<file path="src/sv/vlhe_pkg.sv">
// ----------------------------------------------------------------------------
// vlhe_pkg
// Shared constants and elaboration-time helpers for the variable-length
// Hamming encoder.
// ----------------------------------------------------------------------------
`timescale 1ns / 1ps

package vlhe_pkg;

  // Default number of data word bits that take part in the message.
  localparam int DATA_WIDTH_DEF = 26;

  // Fixed widths of the result fields.
  localparam int CODEWORD_W   = 31;
  localparam int PARITY_W     = 6;
  localparam int MSG_LEN_W    = 5;
  localparam int PAR_COUNT_W  = 3;
  localparam int CW_LEN_W     = 5;

  // Fewest parity bits r with 2^r >= width + r + 1 for the longest message.
  function automatic int parity_bits_for(input int width);
    int r;
    r = 1;
    for (int i = 0; i < 16; i++) begin
      if ((1 << r) < width + r + 1) begin
        r = r + 1;
      end
    end
    return r;
  endfunction

  // True for a codeword position that carries a parity bit.
  function automatic bit is_pow2(input int p);
    return (p != 0) && ((p & (p - 1)) == 0);
  endfunction

  // Message bit index held at a data position: positions below p that are
  // powers of two are skipped.
  function automatic int msg_index(input int p);
    int cnt;
    cnt = 0;
    for (int t = 0; t < 31; t++) begin
      if ((1 << t) <= p) begin
        cnt = cnt + 1;
      end
    end
    return p - 1 - cnt;
  endfunction

endpackage

</file>
<file path="src/sv/vlhe_encode.sv">
// ----------------------------------------------------------------------------
// vlhe_encode
// Combinational encoder: finds the message length and parity count, places
// the message bits at the data positions, computes the parity trees and
// right-aligns the codeword and the parity field.
// ----------------------------------------------------------------------------
`timescale 1ns / 1ps

module vlhe_encode
  import vlhe_pkg::*;
#(
  parameter int DATA_WIDTH = DATA_WIDTH_DEF,
  parameter int R_MAX      = parity_bits_for(DATA_WIDTH),
  parameter int CW_MAX     = DATA_WIDTH + R_MAX,
  parameter int M_W        = $clog2(DATA_WIDTH + 1),
  parameter int R_W        = $clog2(R_MAX + 1),
  parameter int N_W        = $clog2(CW_MAX + 1)
) (
  input  logic [DATA_WIDTH-1:0] word,
  output logic [CW_MAX-1:0]     codeword,
  output logic [R_MAX-1:0]      parity,
  output logic [M_W-1:0]        msg_len,
  output logic [R_W-1:0]        par_cnt,
  output logic [N_W-1:0]        cw_len
);

  logic [DATA_WIDTH-1:0] aligned;
  logic [CW_MAX:1]       data_pos;
  logic [CW_MAX:1]       full_pos;
  logic [CW_MAX-1:0]     msb_first;
  logic [R_MAX-1:0]      par_bits;
  logic [R_MAX-1:0]      par_rev;

  // Message length: leading one position plus one, at least one.
  always_comb begin
    msg_len = M_W'(1);
    for (int k = 0; k < DATA_WIDTH; k++) begin
      if (word[k]) begin
        msg_len = M_W'(k + 1);
      end
    end
  end

  // Fewest parity bits that cover the message; candidates are independent.
  always_comb begin
    par_cnt = R_W'(R_MAX);
    for (int rr = R_MAX; rr >= 1; rr--) begin
      if ((1 << rr) >= int'(msg_len) + rr + 1) begin
        par_cnt = R_W'(rr);
      end
    end
  end

  assign cw_len = N_W'(msg_len) + N_W'(par_cnt);

  // Left-align the message so its first bit sits at the top.
  assign aligned = word << (M_W'(DATA_WIDTH) - msg_len);

  // Data positions take message bits in order; parity positions start clear.
  for (genvar p = 1; p <= CW_MAX; p++) begin : g_data
    if (is_pow2(p)) begin : g_par_slot
      assign data_pos[p] = 1'b0;
    end else begin : g_data_slot
      assign data_pos[p] = aligned[DATA_WIDTH-1-msg_index(p)];
    end
  end

  // Even parity trees; positions past the codeword end hold zero.
  for (genvar t = 0; t < R_MAX; t++) begin : g_parity
    logic acc;
    always_comb begin
      acc = 1'b0;
      for (int p = 1; p <= CW_MAX; p++) begin
        if (((p >> t) & 1) == 1 && !is_pow2(p)) begin
          acc = acc ^ data_pos[p];
        end
      end
    end
    assign par_bits[t]            = acc;
    assign par_rev[R_MAX-1-t]     = acc;
  end

  // Merge parity bits into their positions and order position one first.
  for (genvar p = 1; p <= CW_MAX; p++) begin : g_merge
    if (is_pow2(p)) begin : g_par_slot
      assign full_pos[p] = par_bits[$clog2(p)];
    end else begin : g_data_slot
      assign full_pos[p] = data_pos[p];
    end
    assign msb_first[CW_MAX-p] = full_pos[p];
  end

  // Right-align to the actual codeword and parity lengths.
  assign codeword = msb_first >> (N_W'(CW_MAX) - cw_len);
  assign parity   = par_rev >> (R_W'(R_MAX) - par_cnt);

endmodule

</file>
<file path="src/sv/variable_length_hamming_encoder.sv">
// ----------------------------------------------------------------------------
// variable_length_hamming_encoder
// Even-parity Hamming encoder whose codeword length follows the position of
// the leading one in the data word.
// A request is captured in the input register, encoded by the combinational
// encoder and captured in the result register, which drives the out_ ports
// with out_strobe high.
// Throughput: one request per cycle; busy stays low, since the input
// register and result register are parted by a single combinational encoder.
// Reset clears the valid flags only; the receiver cannot stall results.
// ----------------------------------------------------------------------------
`timescale 1ns / 1ps

module variable_length_hamming_encoder
  import vlhe_pkg::*;
#(
  parameter int DATA_WIDTH = DATA_WIDTH_DEF
) (
  input  logic                   clk,
  input  logic                   rst_n,
  input  logic                   start,
  output logic                   busy,
  input  logic [DATA_WIDTH-1:0]  in_data_word,
  output logic                   out_strobe,
  output logic [CODEWORD_W-1:0]  out_codeword,
  output logic [PARITY_W-1:0]    out_parity_value,
  output logic [MSG_LEN_W-1:0]   out_message_length,
  output logic [PAR_COUNT_W-1:0] out_parity_count,
  output logic [CW_LEN_W-1:0]    out_codeword_length
);

  localparam int R_MAX  = parity_bits_for(DATA_WIDTH);
  localparam int CW_MAX = DATA_WIDTH + R_MAX;
  localparam int M_W    = $clog2(DATA_WIDTH + 1);
  localparam int R_W    = $clog2(R_MAX + 1);
  localparam int N_W    = $clog2(CW_MAX + 1);

  logic                  req_valid_r;
  logic [DATA_WIDTH-1:0] req_word_r;
  logic [CW_MAX-1:0]     enc_codeword;
  logic [R_MAX-1:0]      enc_parity;
  logic [M_W-1:0]        enc_msg_len;
  logic [R_W-1:0]        enc_par_cnt;
  logic [N_W-1:0]        enc_cw_len;

  logic                   out_strobe_r;
  logic [CODEWORD_W-1:0]  out_codeword_r;
  logic [PARITY_W-1:0]    out_parity_value_r;
  logic [MSG_LEN_W-1:0]   out_message_length_r;
  logic [PAR_COUNT_W-1:0] out_parity_count_r;
  logic [CW_LEN_W-1:0]    out_codeword_length_r;

  // A new request is taken in every cycle.
  assign busy = 1'b0;

  // Input register.
  always_ff @(posedge clk) begin
    if (!rst_n) begin
      req_valid_r <= 1'b0;
    end else begin
      req_valid_r <= start && !busy;
    end
    if (start && !busy) begin
      req_word_r <= in_data_word;
    end
  end

  // Encoder between the two registers.
  vlhe_encode #(
    .DATA_WIDTH (DATA_WIDTH),
    .R_MAX      (R_MAX),
    .CW_MAX     (CW_MAX),
    .M_W        (M_W),
    .R_W        (R_W),
    .N_W        (N_W)
  ) u_encode (
    .word     (req_word_r),
    .codeword (enc_codeword),
    .parity   (enc_parity),
    .msg_len  (enc_msg_len),
    .par_cnt  (enc_par_cnt),
    .cw_len   (enc_cw_len)
  );

  // Result register, fields cut or extended to their port widths.
  always_ff @(posedge clk) begin
    if (!rst_n) begin
      out_strobe_r <= 1'b0;
    end else begin
      out_strobe_r <= req_valid_r;
    end
    if (req_valid_r) begin
      out_codeword_r        <= CODEWORD_W'(enc_codeword);
      out_parity_value_r    <= PARITY_W'(enc_parity);
      out_message_length_r  <= MSG_LEN_W'(enc_msg_len);
      out_parity_count_r    <= PAR_COUNT_W'(enc_par_cnt);
      out_codeword_length_r <= CW_LEN_W'(enc_cw_len);
    end
  end

  assign out_strobe          = out_strobe_r;
  assign out_codeword        = out_codeword_r;
  assign out_parity_value    = out_parity_value_r;
  assign out_message_length  = out_message_length_r;
  assign out_parity_count    = out_parity_count_r;
  assign out_codeword_length = out_codeword_length_r;

  // Every accepted request reaches the input register.
  a_req_capture: assert property (@(posedge clk) disable iff (!rst_n)
    (start && !busy) |=> req_valid_r)
    else $error("accepted request did not reach the input register");

  // Every registered request gives exactly one strobe in the next cycle.
  a_one_result: assert property (@(posedge clk) disable iff (!rst_n)
    out_strobe == $past(req_valid_r))
    else $error("result strobe does not follow the input register");

  // Codeword length is the message length plus the parity count.
  a_len_sum: assert property (@(posedge clk) disable iff (!rst_n)
    out_strobe |-> (out_codeword_length ==
                    CW_LEN_W'(out_message_length) + CW_LEN_W'(out_parity_count)))
    else $error("codeword length mismatch");

  // At least two parity bits are always used.
  a_min_parity: assert property (@(posedge clk) disable iff (!rst_n)
    out_strobe |-> (out_parity_count >= PAR_COUNT_W'(2)))
    else $error("parity count below two");

endmodule
</file>
<file path="config.mk">
export PLATFORM = sky130hd
export DESIGN_NAME = variable_length_hamming_encoder
export DESIGN_NICKNAME = d
export VERILOG_FILES = /design/src/sv/vlhe_pkg.sv /design/src/sv/vlhe_encode.sv /design/src/sv/variable_length_hamming_encoder.sv
export SDC_FILE = /design/constraint.sdc
export NUM_CORES = 1
export LEC_CHECK = 0
export BUFFER_PORTS_ARGS = -buffer_cell sky130_fd_sc_hd__buf_4
export CORE_UTILIZATION = 50
export CTS_CLUSTER_DIAMETER = 200
export CTS_CLUSTER_SIZE = 16
export DETAILED_ROUTE_END_ITERATION = 10
export PLACE_DENSITY_LB_ADDON = 0.2
export SLEW_MARGIN = 20
export SYNTH_ARGS = -nofsm -noshare
export SYNTH_HDL_FRONTEND = slang
export SYNTH_SLANG_ARGS = --single-unit
</file>
<file path="constraint.sdc">
create_clock -name clk -period 7.65 [get_ports clk]
set_input_delay 0.3825 -clock clk [delete_from_list [all_inputs] [get_ports clk]]
set_output_delay 0.3825 -clock clk [all_outputs]
set_load 0.02 [all_outputs]
</file>
# [Word level (Yosys, flattened, before mapping)]
# Index checks and enable logic that the tools add are counted.
[op_classes] addsub=12 n_lt_le_gt_ge=4 shifts=3 mux=29 bitwise_logic=70
[op_table] cell="32-bit by 2-bit adder with 32-bit output, second input constant" count=4
[op_table] cell="5-bit 2-to-1 mux" count=24
[op_table] cell="1-bit XOR" count=70
[op_table] cell="3-bit by 32-bit >= comparator with 1-bit output, first input constant" count=1
[op_table] cell="4-bit by 32-bit >= comparator with 1-bit output, first input constant" count=1
[op_table] cell="5-bit by 32-bit >= comparator with 1-bit output, first input constant" count=1
[op_table] cell="6-bit by 32-bit >= comparator with 1-bit output, first input constant" count=1
[op_table] cell="31-bit by 5-bit right shift with 31-bit output" count=1
[op_table] cell="26-bit by 5-bit left shift with 26-bit output" count=1
[op_table] cell="5-bit by 2-bit adder with 6-bit output, second input constant" count=2
[op_table] cell="5-bit subtractor, first input constant" count=2
[op_table] cell="3-bit 2-to-1 mux" count=3
[op_table] cell="5-bit by 1-bit adder with 6-bit output, second input constant" count=1
[op_table] cell="5-bit by 3-bit adder with 6-bit output, second input constant" count=1
[op_table] cell="5-bit by 3-bit adder with 5-bit output" count=1
[op_table] cell="5-bit by 3-bit right shift with 5-bit output" count=1
[op_table] cell="3-bit subtractor, first input constant" count=1
[op_table] cell="2-bit 2-to-1 mux" count=1
[op_table] cell="1-bit 2-to-1 mux" count=1
[word_totals] ff_bits=77 in_bits=29 out_inout_bits=52 elab_cells=126

# [Longest topological paths before layout]
[logic_depth] word_depth=42 mapped_depth=32 mapped_depth_nobuf=29

# [Modules after synthesis]
# Synthesis repeated with hierarchy kept, for this count alone.
[hier_totals] cells_unflattened=940 area_unflattened_um2=8084.0
[by_module_without_submodules] mod="vlhe_encode" n_inst=1 cells_each=858 area_each_um2=5760.5 seq_area_each_um2=0.0
[by_module_without_submodules] mod="variable_length_hamming_encoder" n_inst=1 cells_each=82 area_each_um2=2323.5 seq_area_each_um2=2292.2

# [Worst setup path after synthesis]
# Ideal clock, no wire load.
[synth_timing] kind="register -> register" startpoint="register req_word_r[3]" endpoint="register out_codeword_r[0] (netlist: out_codeword[0]) (data pin)" setup_ns=0.277 arrival_ns=6.269 t_required_ns=7.373 setup_slack_ns=1.104 stages_incl_launch_ff=31 n_path_buf=7 period_less_slack_ns=6.546 path_cell_list="edfxtp_1 > clkbuf_1 > nor2_1 > o21ai_0 > a311oi_1 > o311ai_0 > a311oi_1 > nor3_1 > o31ai_1 > a21o_1 > inv_1 > ha_1 > clkbuf_1 > clkbuf_1 > clkbuf_1 > a21oi_1 > mux2i_1 > a2111o_1 > nand2_1 > a21oi_1 > inv_1 > ha_1 > fa_1 > clkbuf_1 > inv_1 > clkbuf_1 > clkbuf_1 > mux2i_1 > o22ai_1 > o21ai_0 > a32oi_1"
[synth_between] elab_cells_between_ends=114 classes_between="11 x add/sub; 4 x order compare; 2 x shift; 27 x mux; 70 x bitwise"
[synth_rtl] item="start, declared" line_no="variable_length_hamming_encoder.sv:39" source="logic [DATA_WIDTH-1:0] req_word_r;"
[synth_rtl] item="start signal, assigned" line_no="variable_length_hamming_encoder.sv:64" source="req_word_r <= in_data_word;"
[synth_rtl] item="5-bit 2-to-1 mux * (23 in a row)" line_no="vlhe_encode.sv:38" source="if (word[k]) begin"
[synth_rtl] item="named net enc_msg_len[1]" line_no="variable_length_hamming_encoder.sv:42" source="logic [M_W-1:0] enc_msg_len;"
[synth_rtl] item="5-bit by 3-bit adder with 6-bit output" line_no="vlhe_encode.sv:48" source="if ((1 << rr) >= int'(msg_len) + rr + 1) begin"
[synth_rtl] item="32-bit by 2-bit adder with 32-bit output" line_no="vlhe_encode.sv:48"
[synth_rtl] item="6-bit by 32-bit >= comparator with 1-bit output" line_no="vlhe_encode.sv:48"
[synth_rtl] item="1-bit 2-to-1 mux" line_no="vlhe_encode.sv:48"
[synth_rtl] item="3-bit 2-to-1 mux (2 in a row)" line_no="vlhe_encode.sv:48"
[synth_rtl] item="3-bit 2-to-1 mux *" line_no="vlhe_encode.sv:48"
[synth_rtl] item="named net enc_par_cnt[0]" line_no="variable_length_hamming_encoder.sv:43" source="logic [R_W-1:0] enc_par_cnt;"
[synth_rtl] item="5-bit by 3-bit adder with 5-bit output *" line_no="vlhe_encode.sv:54" source="assign cw_len = N_W'(msg_len) + N_W'(par_cnt);"
[synth_rtl] item="named net enc_cw_len[1]" line_no="variable_length_hamming_encoder.sv:44" source="logic [N_W-1:0] enc_cw_len;"
[synth_rtl] item="5-bit subtractor *" line_no="vlhe_encode.sv:94" source="assign codeword = msb_first >> (N_W'(CW_MAX) - cw_len);"
[synth_rtl] item="31-bit by 5-bit right shift with 31-bit output *" line_no="vlhe_encode.sv:94"
[synth_rtl] item="named net enc_codeword[0]" line_no="variable_length_hamming_encoder.sv:40" source="logic [CW_MAX-1:0] enc_codeword;"
[synth_rtl] item="end signal, assigned" line_no="variable_length_hamming_encoder.sv:93" source="out_codeword_r <= CODEWORD_W'(enc_codeword);"
[synth_rtl] item="end, declared" line_no="variable_length_hamming_encoder.sv:47" source="logic [CODEWORD_W-1:0] out_codeword_r;"
# Mark *: on every way through the listed nets, which the timed path passes. The rest lies on a longest branch.
# A chain may end at the register's enable or synchronous reset.

# [Worst setup path after layout]
[layout_timing] startpoint="register req_word_r[3]" endpoint="register out_codeword_r[15] (netlist: out_codeword[15]) (data pin)"
[layout_between] elab_chain_cells=40 elab_cells_between_ends=114 classes_between="11 x add/sub; 4 x order compare; 2 x shift; 27 x mux; 70 x bitwise"
[layout_rtl] item="5-bit 2-to-1 mux * (23 in a row)" line_no="vlhe_encode.sv:38"
[layout_rtl] item="named net enc_msg_len[1]" line_no="variable_length_hamming_encoder.sv:42"
[layout_rtl] item="parallel branches: the longest is 16 deep, another holds 32-bit by 2-bit adder with 32-bit output"
[layout_rtl] item="31-bit by 5-bit right shift with 31-bit output *" line_no="vlhe_encode.sv:94"
# Mark *: on every way through the listed nets, which the timed path passes.

==> run_results.csv <==
group,metric,value,unit
floorplanning,die_w,127,um
synthesis,synthArstFlopShare,0,%
timing,final.period_utilization,93.6,%
global_routing,grt_pass1_vias,6588,
power_and_ir_drop,p_int,0.00210,W
power_and_ir_drop,power_leakage,3.36,nW
timing,maxSlewHeadroom,54.2,%
clocking,clk-insertion-delay-late,360,ps
clocking,cts-root-buf,"clkbuf_16",
synthesis,yosysMostFrequentCell,"nor2_1",
synthesis,synth_mux_area_share,7.49,%
synthesis,syn_inst,881,
worst_setup_path,path_class,"reg2reg",
synthesis,synth-compound-area-share,28.5,%
timing,maxClockFrequency,0.140,GHz
drt,drt-total-wl,23200,um
synthesis,synth-edff-count,75,
power_and_ir_drop,switchingPower,0.00208,W
worst_setup_path,crit_buf_inv,4,
global_routing,grt_remaining_overflow,0,
power_and_ir_drop,ir_drop,246,uV
floorplanning,coreArea,15300,sq um
floorplanning,start_util,51.3,%
drt,routedWlPerCell,20.2,um
drt,ant_nets,0,
synthesis,avgSynthCellArea,8.88,sq um
timing,setup_viol,0,
clocking,cts_setup_buffers,0,
worst_setup_path,crit_path_max_fanout,33,
floorplanning,pin_count,81,
timing,drv_slew,0,
timing,hold_viol,0,
drt,num_vias,7504,
global_routing,grt_use_total,29.7,%
cells_and_area,layout.cells.non_filler,1147,
floorplanning,die_area,16100,sq um
cells_and_area,syn_to_final_growth,13.9,%
drt,via_per_inst,6.54,
drt,drc_errors,0,
place,dpl_worst_slack,639,ps
timing,rsz0062_at_grt,"false",
global_routing,antenna_found_initial,0,
global_routing,grt_max_degree,51,
synthesis,yosys_warnings,0,
timing,setup_ws,492,ps
place,dpl.cell_count,1131,
cells_and_area,diodes,0,
synthesis,yosys-top-cells-area,"edfxtp_1 (29%), mux2i_1 (4.6%), nor2_1 (3.8%)",
power_and_ir_drop,power_density,469,nW/um^2
synthesis,synth_adder_area_share,3.14,%
synthesis,synth-xor-area-share,7.85,%
cells_and_area,drive_above_1_share,20.2,%
synthesis,synth_top_family_by_area,"compound AO/OA/AOI/OAI gates",
timing,setup_tns,0,ps
cells_and_area,fin_nets,979,
clocking,clockBufferDepth,2,
place,port_buffers,78,
clocking,cts_buffers,9,
synthesis,syn-cell-area,7820,sq um
worst_setup_path,endpoint_kind,"flip-flop",
synthesis,synth-seq-cells,77,
job,cap_violations,0,
synthesis,synth_top_area_share,28.8,%
floorplanning,rows,45,
clocking,cts_hold_buf,0,
clocking,cts_tree,"built",
synthesis,synthTopCellsByCount,"nor2_1 (80), edfxtp_1 (75), nand2_1 (74)",
drt,dr.pass1.iters,6,
hold_path,min_path_type,"in2reg",
cells_and_area,final_util,58.4,%
worst_setup_path,cpPeakStageDelay,570,ps
synthesis,synthFlopType,"edfxtp_1",
synthesis,yosys.area_share.simple,18.3,%
global_routing,grt_pass1_wl,37100,um
power_and_ir_drop,clock_power_share,11.3,%
timing,worstMarginPinSlew,684,ps
clocking,clock_sinks,77,
clocking,htree_num_levels,3,
worst_setup_path,critPathSlowestCell,"mux4_2",
clocking,path_clk_slew,70,ps
worst_setup_path,start_kind,"flip-flop",
synthesis,synth_cell_types,105,
worst_setup_path,critical-path-top-delay-family,"compound AO/OA/AOI/OAI gates",
synthesis,synth_top_area_cell,"edfxtp_1",
place,globalplace.congestion,0.951,
timing,fin_skew,8.31,ps
floorplanning,die_height,127,um
timing,period_needed,7160,ps
place,dp_hpwl,17500,um
run_status,status,"complete, no violations",
worst_setup_path,crit_required,7780,ps
power_and_ir_drop,sequentialPowerShare,16.5,%
power_and_ir_drop,pwr-share-comb,72.2,%
worst_setup_path,cp.arrival,7290,ps
worst_setup_path,path_cells,"nor2_1 -> o21ai_0 -> a311oi_1 -> o311ai_0 -> a311oi_1 -> nor3_1 -> o31ai_1 -> a21o_1 -> inv_1 -> ha_1 -> buf_12 -> inv_1 -> buf_4 -> mux4_2 -> and3_1 -> o21a_1 -> or3_1 -> mux2i_1 -> a2bb2oi_1 -> xor2_2 -> mux4_2 -> and2_1 -> o32ai_1",
power_and_ir_drop,p_sw_share,49.8,%
synthesis,ys_seq_area_share,29.3,%
drt,drtIter0Drc,1055,
==> final timing paths <==
path,from,end,slack [ps],cells past startpoint
max,req_word_r[3],out_codeword[15],490,23
min,in_data_word[7],req_word_r[7],200,1
max reg2reg,req_word_r[3],out_codeword[15],490,23
min reg2reg,req_valid_r,out_codeword[21],770,0
==> layer usage <==
layer	vias to the layer above	global-route usage, %	part of all wire, %
li1	3488	-	-
met1	3536	44.7	45
met2	441	44.7	44
met3	39	4.44	8.9
met4	0	7.21	1.8
met5	-	0	0
==> power by group through the flow <==
stage | clock, W | combinational, W | sequential (W)
2_1_floorplan | 0 | 0.00208 | 0.000782
6_report | 0.000473 | 0.00302 | 0.000688
3_5_place_dp | 0 | 0.00292 | 0.000698
3_3_place_gp | 0 | 0.00290 | 0.000698
4_1_cts | 0.000479 | 0.00293 | 0.000689
5_1_grt | 0.000498 | 0.00324 | 0.000699
==> cells in the final DEF, fill, tap and decap left out, drive strengths merged, types with 7 or more instances in the layout <==
cell type / instances
ha: 18
clkbuf: 9
or3: 8
a211oi: 31
buf: 102
a311oi: 10
o211ai: 17
xnor2: 32
nand2b: 15
a21boi: 8
nand3: 21
nand2: 79
mux4: 7
nor3: 38
inv: 26
a31oi: 13
o22ai: 17
o31ai: 8
mux2i: 36
a21oi: 61
o21ai: 43
edfxtp: 75
nor2: 85
o32ai: 8
a221oi: 7
nor4: 8
and2: 13
xor2: 11
==> cell type report <==
class / instances / area, sq um
timing repair buffer: 102 / 778
sequential: 77 / 2300
inverter: 28 / 106
multi-input combinational: 713 / 5140
clock inverter: 7 / 98.8
fill: 1335 / 6350
tap: 211 / 264
clock buffer: 9 / 225
==> logic make-up after synthesis <==
group / after synthesis
AO/OA/AOI/OAI: 303
buffers and inverters: 92
adder cells (fa/ha/maj): 19
multiplexers: 49
flip-flops: 77
other: 1
XOR/XNOR: 50
AND/OR/NAND/NOR: 290
==> state kept, by name (all words and copies together) (netlist names) <==
name and flops:
out_codeword 31, req_word_r 26, out_codeword_length 5, out_message_length 5
out_parity_value 5, out_parity_count 3, out_strobe 1, req_valid_r 1
==> metrics by stage <==
stage / cell area [sq um] / power, W / hold slack, ps
floorplan: 7830 / 0.00286 / 481
global placement: 8580 / 0.00360 / 560
detailed placement: 8580 / 0.00362 / 562
CTS: 8900 / 0.00410 / 192
global route: 8910 / 0.00444 / 192
finish: 8910 / 0.00418 / 198
==> timing repair <==
| item | in CTS | in global routing |
|---|---|---|
| hold endpoints to repair | 0 | 0 |
| gates resized for setup | 0 | 1 |
| setup endpoints to repair | 0 | 17 |
(Power assumes the default switching activity.)
